[config.mk]
export PLATFORM = sky130hd
export DESIGN_NAME = cnc_cell
export DESIGN_NICKNAME = d
export VERILOG_FILES = /design/src/rtl/cnc_pkg.sv /design/src/rtl/cnc_cell.sv
export SDC_FILE = /design/constraint.sdc
export NUM_CORES = 1
export LEC_CHECK = 0
export BUFFER_PORTS_ARGS = -buffer_cell sky130_fd_sc_hd__buf_2
export CORE_MARGIN = 2
export CORE_UTILIZATION = 55
export DETAILED_ROUTE_END_ITERATION = 12
export GPL_ROUTABILITY_DRIVEN = 0
export PLACE_DENSITY = 0.82
export SLEW_MARGIN = 0
export SYNTH_ARGS = -nofsm -noshare
export SYNTH_HDL_FRONTEND = slang
export SYNTH_SLANG_ARGS = --single-unit
[constraint.sdc]
create_clock -name clk -period 6.2 [get_ports clk]
set_clock_uncertainty 0.15 [all_clocks]
set_input_delay 0.62 -clock clk [delete_from_list [all_inputs] [get_ports clk]]
set_output_delay 0.62 -clock clk [all_outputs]
set_load 0.02 [all_outputs]
[src/rtl/cnc_pkg.sv]
// shared constants and types of the chunk nesting checker
// no dependencies; used by cnc_cell and chunk_nesting_checker
`default_nettype none

package cnc_pkg;

	localparam int MAX_LEVELS = 4;
	localparam int OFS_W      = 32;
	localparam int LVL_W      = 3;
	localparam int MASK_W     = 5;
	localparam int CONT_STEP  = 8;
	localparam int IN_W       = 2 * OFS_W;
	localparam int OUT_W      = LVL_W + 3 + 2 * MASK_W;

	localparam logic [OFS_W-1:0]        OFS_ONES = {OFS_W{1'b1}};
	localparam logic signed [OFS_W:0]   HI_EOF   = {1'b0, {OFS_W{1'b1}}};
	localparam logic signed [OFS_W:0]   ONE_H    = (OFS_W+1)'(1);
	localparam logic signed [OFS_W+1:0] ONE_X    = (OFS_W+2)'(1);
	localparam logic [OFS_W:0]          CONT_X   = (OFS_W+1)'(CONT_STEP);
	localparam logic [LVL_W-1:0]        TOP_LVL  = LVL_W'(MAX_LEVELS);

	// query token walking down the row of level cells
	typedef struct packed {
		logic                    vld;
		logic                    skip;
		logic                    cont;
		logic                    last;
		logic [LVL_W-1:0]        prev;
		logic [LVL_W-1:0]        fidx;
		logic [MASK_W-1:0]       gap;
		logic [MASK_W-1:0]       ovl;
		logic [OFS_W-1:0]        lo;
		logic signed [OFS_W:0]   hi;
	} qry_t;

	// level update broadcast to all cells
	typedef struct packed {
		logic                    en;
		logic                    clr;
		logic [LVL_W-1:0]        lev;
		logic [OFS_W-1:0]        lo;
		logic signed [OFS_W:0]   hi;
	} wr_t;

endpackage

`default_nettype wire

[src/rtl/cnc_cell.sv]
// one nesting level: holds the limits of the innermost chunk at that level
// depends on cnc_pkg
`default_nettype none

module cnc_cell (
	input  wire logic                      clk,
	input  wire logic                      arst_n,
	input  wire logic [cnc_pkg::LVL_W-1:0] idx,
	input  wire logic                      adv,
	input  wire cnc_pkg::qry_t             qry_in,
	input  wire cnc_pkg::wr_t              wr,
	output cnc_pkg::qry_t                  qry_out
);
	import cnc_pkg::*;

	logic [OFS_W-1:0]        ls_q;
	logic signed [OFS_W:0]   le_q;
	qry_t                    qry_q;
	qry_t                    qry_nxt;
	logic                    in_rng;
	logic                    chk;
	logic                    hit;
	logic                    chk_mask;
	logic signed [OFS_W+1:0] lo_x;
	logic signed [OFS_W+1:0] lo_m1;
	logic signed [OFS_W+1:0] le_x;

	always_comb begin
		in_rng = qry_in.prev >= idx;
		chk    = qry_in.vld && !qry_in.skip && in_rng && (qry_in.fidx == '0);
		hit    = !qry_in.last && (qry_in.lo >= ls_q) && (qry_in.hi <= le_q);
		// deepest level still gets a mask bit when it is overwritten
		chk_mask = chk && ((idx == TOP_LVL) || !hit) && (qry_in.lo != OFS_ONES);
		lo_x  = {2'b00, qry_in.lo};
		lo_m1 = lo_x - ONE_X;
		le_x  = {le_q[OFS_W], le_q};
		qry_nxt = qry_in;
		if (chk && hit) begin
			qry_nxt.fidx = idx;
		end
		if (chk_mask) begin
			if (le_x < lo_m1) begin
				qry_nxt.gap[idx] = 1'b1;
			end else if (le_x >= lo_x) begin
				qry_nxt.ovl[idx] = 1'b1;
			end
		end
	end

	always_ff @(posedge clk or negedge arst_n) begin
		if (!arst_n) begin
			qry_q <= '0;
		end else if (adv) begin
			qry_q <= qry_nxt;
		end
	end

	always_ff @(posedge clk or negedge arst_n) begin
		if (!arst_n) begin
			ls_q <= '0;
			le_q <= '0;
		end else if (wr.clr) begin
			ls_q <= '0;
			le_q <= '0;
		end else if (wr.en && (wr.lev == idx)) begin
			ls_q <= wr.lo;
			le_q <= wr.hi;
		end
	end

	assign qry_out = qry_q;

endmodule

`default_nettype wire

Word-level counts from Yosys, hierarchy flattened. Cells that the tools add are included.

Add/subtract/negate cells: 1. $lt $le $gt $ge: 7. Equality and inequality tests: 3. Muxes and demuxes: 11. Bitwise operators: 2. Reductions and logical operators: 16.

Operators by type and width (count): 33-bit two-way mux (2); 32-bit two-way mux (2); 33-bit >= comparator (1); 33-bit less-or-equal comparator (1); 33-bit < comparator (1); 32-bit by 1-bit subtractor with 33-bit output, second input constant (1); 32-bit >= comparator (1); 32-bit inequality test, second input constant (1); 5-bit two-way mux (3); 1-bit logical AND (10); 10-bit two-way mux (1); 5-bit bitwise OR (2); 3-bit by 4-bit < comparator with 1-bit output, second input constant (1); 1-bit demux with 3-bit select (1); 3-bit equality test (1); 3-bit equality test, second input constant (1); 3-bit by 1-bit >= comparator with 1-bit output, second input constant (1); 3-bit >= comparator (1); 1-bit zero test (3); 3-bit zero test (1); 3-bit two-way mux (1); 2-bit nonzero test (1); 1-bit logical OR (1); 1-bit two-way mux (1).

Flip-flop bits (word level): 150. Bits of input ports: 161.

Depth between registers and ports, before layout.
Depth after elaboration: 8. Mapped depth: 17. Mapped depth without buffers: 17.

Worst setup path after synthesis. Ideal clock, no wire load.

Path kind: input to register. From: input qry_in[39] (netlist bit). To: register qry_q (netlist bit qry_out[65]). Data arrival time: 4514 ps. Path slack: 1454 ps. Cell stages on the path: 16. Cell sequence: or4_4 -> or4_4 -> nor2_4 -> nand2_4 -> nor4_4 -> nand2b_2 -> or3_1 -> ha_1 -> nand4_1 -> nor4_1 -> o211ai_1 -> a31oi_1 -> o21a_1 -> o311a_1 -> or4b_1 -> a31oi_1.

Longest elaborated chain between the ends: 8. Elaborated cells on any way between the ends: 14. Those cells by class: add/sub: 1; order compare: 3; eq/ne: 1; mux: 3; reduce/logical: 6.

Ends and longest elaborated chain: from (decl) (RTL line cnc_cell.sv:10) `input wire cnc_pkg::qry_t qry_in,`; branches (longest 7 deep; another with 32-bit by 1-bit subtractor with 33-bit output); 10-bit two-way mux * (RTL line cnc_cell.sv:41) `if (chk_mask) begin`; to (signal assigned) (RTL line cnc_cell.sv:54) `qry_q <= qry_nxt;`; to (decl) (RTL line cnc_cell.sv:18) `qry_t qry_q;`.

Mark *: on every way between the ends. A chain may end at the register's enable or synchronous reset.

Worst setup path in the final report. Ends and elaborated chain as after synthesis.

==> impl_results.md <==
- Post-CTS resize count: 0
- First-pass GRT wire length: roughly 42,000 um
- Crit-path max FO: 8
- CTS tree: built
- Hold buffers post-CTS: 0
- Setup TNS: 0 ps
- Max_cap viols: 0
- Synthesis Warnings: 0
- Post-synth EDFFs: 0
- Row count: 48
- GRT Overall Usage: about 29%
- Post-Layout Cell Count: about 1,500
- Unrepaired setup endpoints after global routing: false
- Syn Area/Cell: between 9 and 10 um^2
- Post-synthesis instance total: 1,037
- Hold Crit Class: primary input to async pin
- Most common cell after layout, fill and taps aside: buf_2
- Vias in the first global route: approximately 8,500
- Cells on worst reg2reg path: 9
- Rel. slew slack: ~39%
- TritonCTS Buffers: 17
- Fin crit period: about 5000 ps
- Residual DRC count: 0
- Chip height: 137.1 um
- Worst Tran Pin Value: roughly 910 ps
- Fraction of layout cells with a size suffix above 1: 28.80%
- Final worst-path cycle share: 81.44%
- Worst Path Required: 6400 ps
- WL final: around 27,000 um
- Most frequent cells in the layout: buf_2 (243), nand2_1 (171), dfrtp_1 (150)
- Largest net degree at the start of global routing: 80
- Width of the die: 137.1 um
- Setup repair bufs after CTS: 0
- CTS Buffer Depth: 2
- DP HPWL: roughly 21,000 um
- Maximum VDD drop: 0.1731 mV
- Clock transition at path regs: around 60 ps
- CP Capture Type: flop
- Drt via density: around 5.6
- Avg WL per Cell: roughly 18 um
- Async S/R FF share, synth: 100.0%
- Reg2reg start: le_q[20]$_DFFE_PN0P_
- Post-synthesis sequential area ratio: between 30 and 40%
- DR vias: 8,551
- Initial DRC Count: about 470
- Die area: 0.01880 mm^2
- Max Clk Rate: slightly below 0.2 GHz
- Post-synth top flop: dfrtp_1
- Fill cells: around 1,400
- Antenna violations before repair: 3
- Setup Viol. Count Final: 0
- # clock sinks: 150
- Total iterations of the first detailed-routing run: 4
- PortBufs: ~250
- Synth Cell Area: a little under 0.01 mm^2
- Initial cell density of the core: between 50% and 60%
- CTS HTree Levels: 4
- Setup crit start kind: primary input
- Core box area: 0.01730 mm^2
- Clock Latency Late Sink: roughly 430 ps
- Arr. time, crit path: 5250 ps
- Routed Antenna Nets: 0
- Distinct cells, synth: 53
- Grt ovf: 0
- Root buf cell: clkbuf_16
- Post-Syn Nets: between 1,000 and 1,500
- R2R Setup Slk: ~2700 ps
- Final Max Slew Viols: 0
- Synthesis-stage register bit count: 150
- I/O pin cnt: around 250
- Pwr/cell area: about 230 mW/mm^2
- Crit Path Category: primary input to flop
- Crit Reg-Reg Endpoint: qry_out[65]$_DFFE_PN0P_
- Leak: 0.005521 uW
- Status: complete, no violations
- Final-stage net count: roughly 1,600
- Final Hold Viols: 0
- # placed instances: between 1,000 and 1,500
- Synth-to-Final Area Change: 21.14%
## sequential cells by signal (all words and copies together) (netlist names)
register	count
qry_out	85
le_q	33
ls_q	32
## metal layers
metal | part of all wire, % | wire length, um | up-vias | track usage [%]
met4 | 3.0 | 798 | 2 | 12.08
met3 | 6.1 | 1643 | 58 | 5.519
met2 | 47 | 12570 | 316 | 46.60
li1 | - | - | 4124 | -
met1 | 44 | 11900 | 4051 | 38.52
met5 | 0.048 | 13 | - | 0
## final cells by class
cell class / count / area, um^2 / share of cell area (%)
sequential: 150 / 3754 / 31.79
clock inverter: 12 / 166.4 / 1.409
clock buffer: 20 / 446.7 / 3.783
antenna: 2 / 5.005 / 0.04239
tap: 225 / 281.5 / 2.384
multi-input combinational: 749 / 5477 / 46.38
timing repair buffer: 251 / 1280 / 10.84
inverter: 106 / 397.9 / 3.370
## power by group
part,internal [uW],leakage [uW],switching [uW]
sequential,1050,0.00189,40.2
combinational,207,0.00333,309
clock,652,0.000298,435
## per-stage QoR
| step | hold slack, ps | utilization, % | cell area [um^2] | power [uW] | setup slack [ps] |
|---|---|---|---|---|---|
| after global placement | 327.6 | 64.69 | 11190 | 1597 | 823.2 |
| after global routing | 133.9 | 68.27 | 11810 | 2810 | 868.3 |
| after detailed placement | 335.1 | 64.69 | 11190 | 1618 | 732.6 |
| final | 70.89 | 68.27 | 11810 | 2689 | 1151 |
| after CTS | 99.01 | 68.24 | 11800 | 2705 | 1158 |
| after floorplan | 174.4 | - | 9747 | 1395 | 1454 |
## Yosys cell counts (2+ instances only)
cell	n	share of area (%)
nand2_1	171	6.6
dfrtp_1	150	39
ha_1	135	17
a21oi_1	113	5.8
inv_1	106	4.1
mux2_2	72	8.3
xnor2_1	33	3.0
clkbuf_1	32	1.2
nand4_1	30	1.9
nor2_1	28	1.1
o21ai_0	23	1.2
nand3_1	18	0.92
nor3_1	17	0.87
nor4_1	10	0.64
a211oi_1	8	0.62
a31oi_1	6	0.39
nor2b_1	6	0.39
mux2i_1	5	0.51
nand2b_1	5	0.32
o21a_1	5	0.39
a21o_1	4	0.31
a221oi_1	4	0.36
and4_1	4	0.36
o31ai_1	4	0.31
a221o_1	3	0.31
a31o_2	3	0.27
and2_1	3	0.19
o211ai_1	3	0.23
or4_1	3	0.23
a21boi_0	2	0.15
a41oi_1	2	0.18
nor2_4	2	0.23
nor3b_1	2	0.15
o2111ai_1	2	0.18
o311a_1	2	0.21
o311ai_0	2	0.18
or3_1	2	0.13
or4_4	2	0.23
## worst max-delay path by stage
stage,startpoint,to,depth (start not counted)
after detailed placement,qry_in[39],qry_out[65]$_DFFE_PN0P_,17
after global placement,qry_in[39],qry_out[65]$_DFFE_PN0P_,17
final,qry_in[39],qry_out[65]$_DFFE_PN0P_,17
after floorplan,qry_in[39],qry_out[65]$_DFFE_PN0P_,16
after CTS,qry_in[39],qry_out[65]$_DFFE_PN0P_,17
after global routing,qry_in[39],qry_out[65]$_DFFE_PN0P_,18
## cell families after synthesis
group                      synth area share (%)
AOI/OAI and AO/OA                         11.40
and+or+nand+nor                           15.65
muxes                                     8.832
xor gates and xnor gates                  2.965
adders and majority gates                 17.33
DFF                                       38.51
buffers and inverters                     5.315
## critical path, cell delays in order
cell and delay (ps):
buf_2 150, or4_4 560, or4_4 450, nor2_4 180
nand2_4 110, nor4_4 250, nand2b_2 120, or3_1 330
ha_1 330, nand4_1 130, nor4_1 460, o211ai_1 160
a31oi_1 220, o21a_1 270, o311a_1 280, or4b_1 460
a31oi_1 170
(Power assumes the default switching activity.)
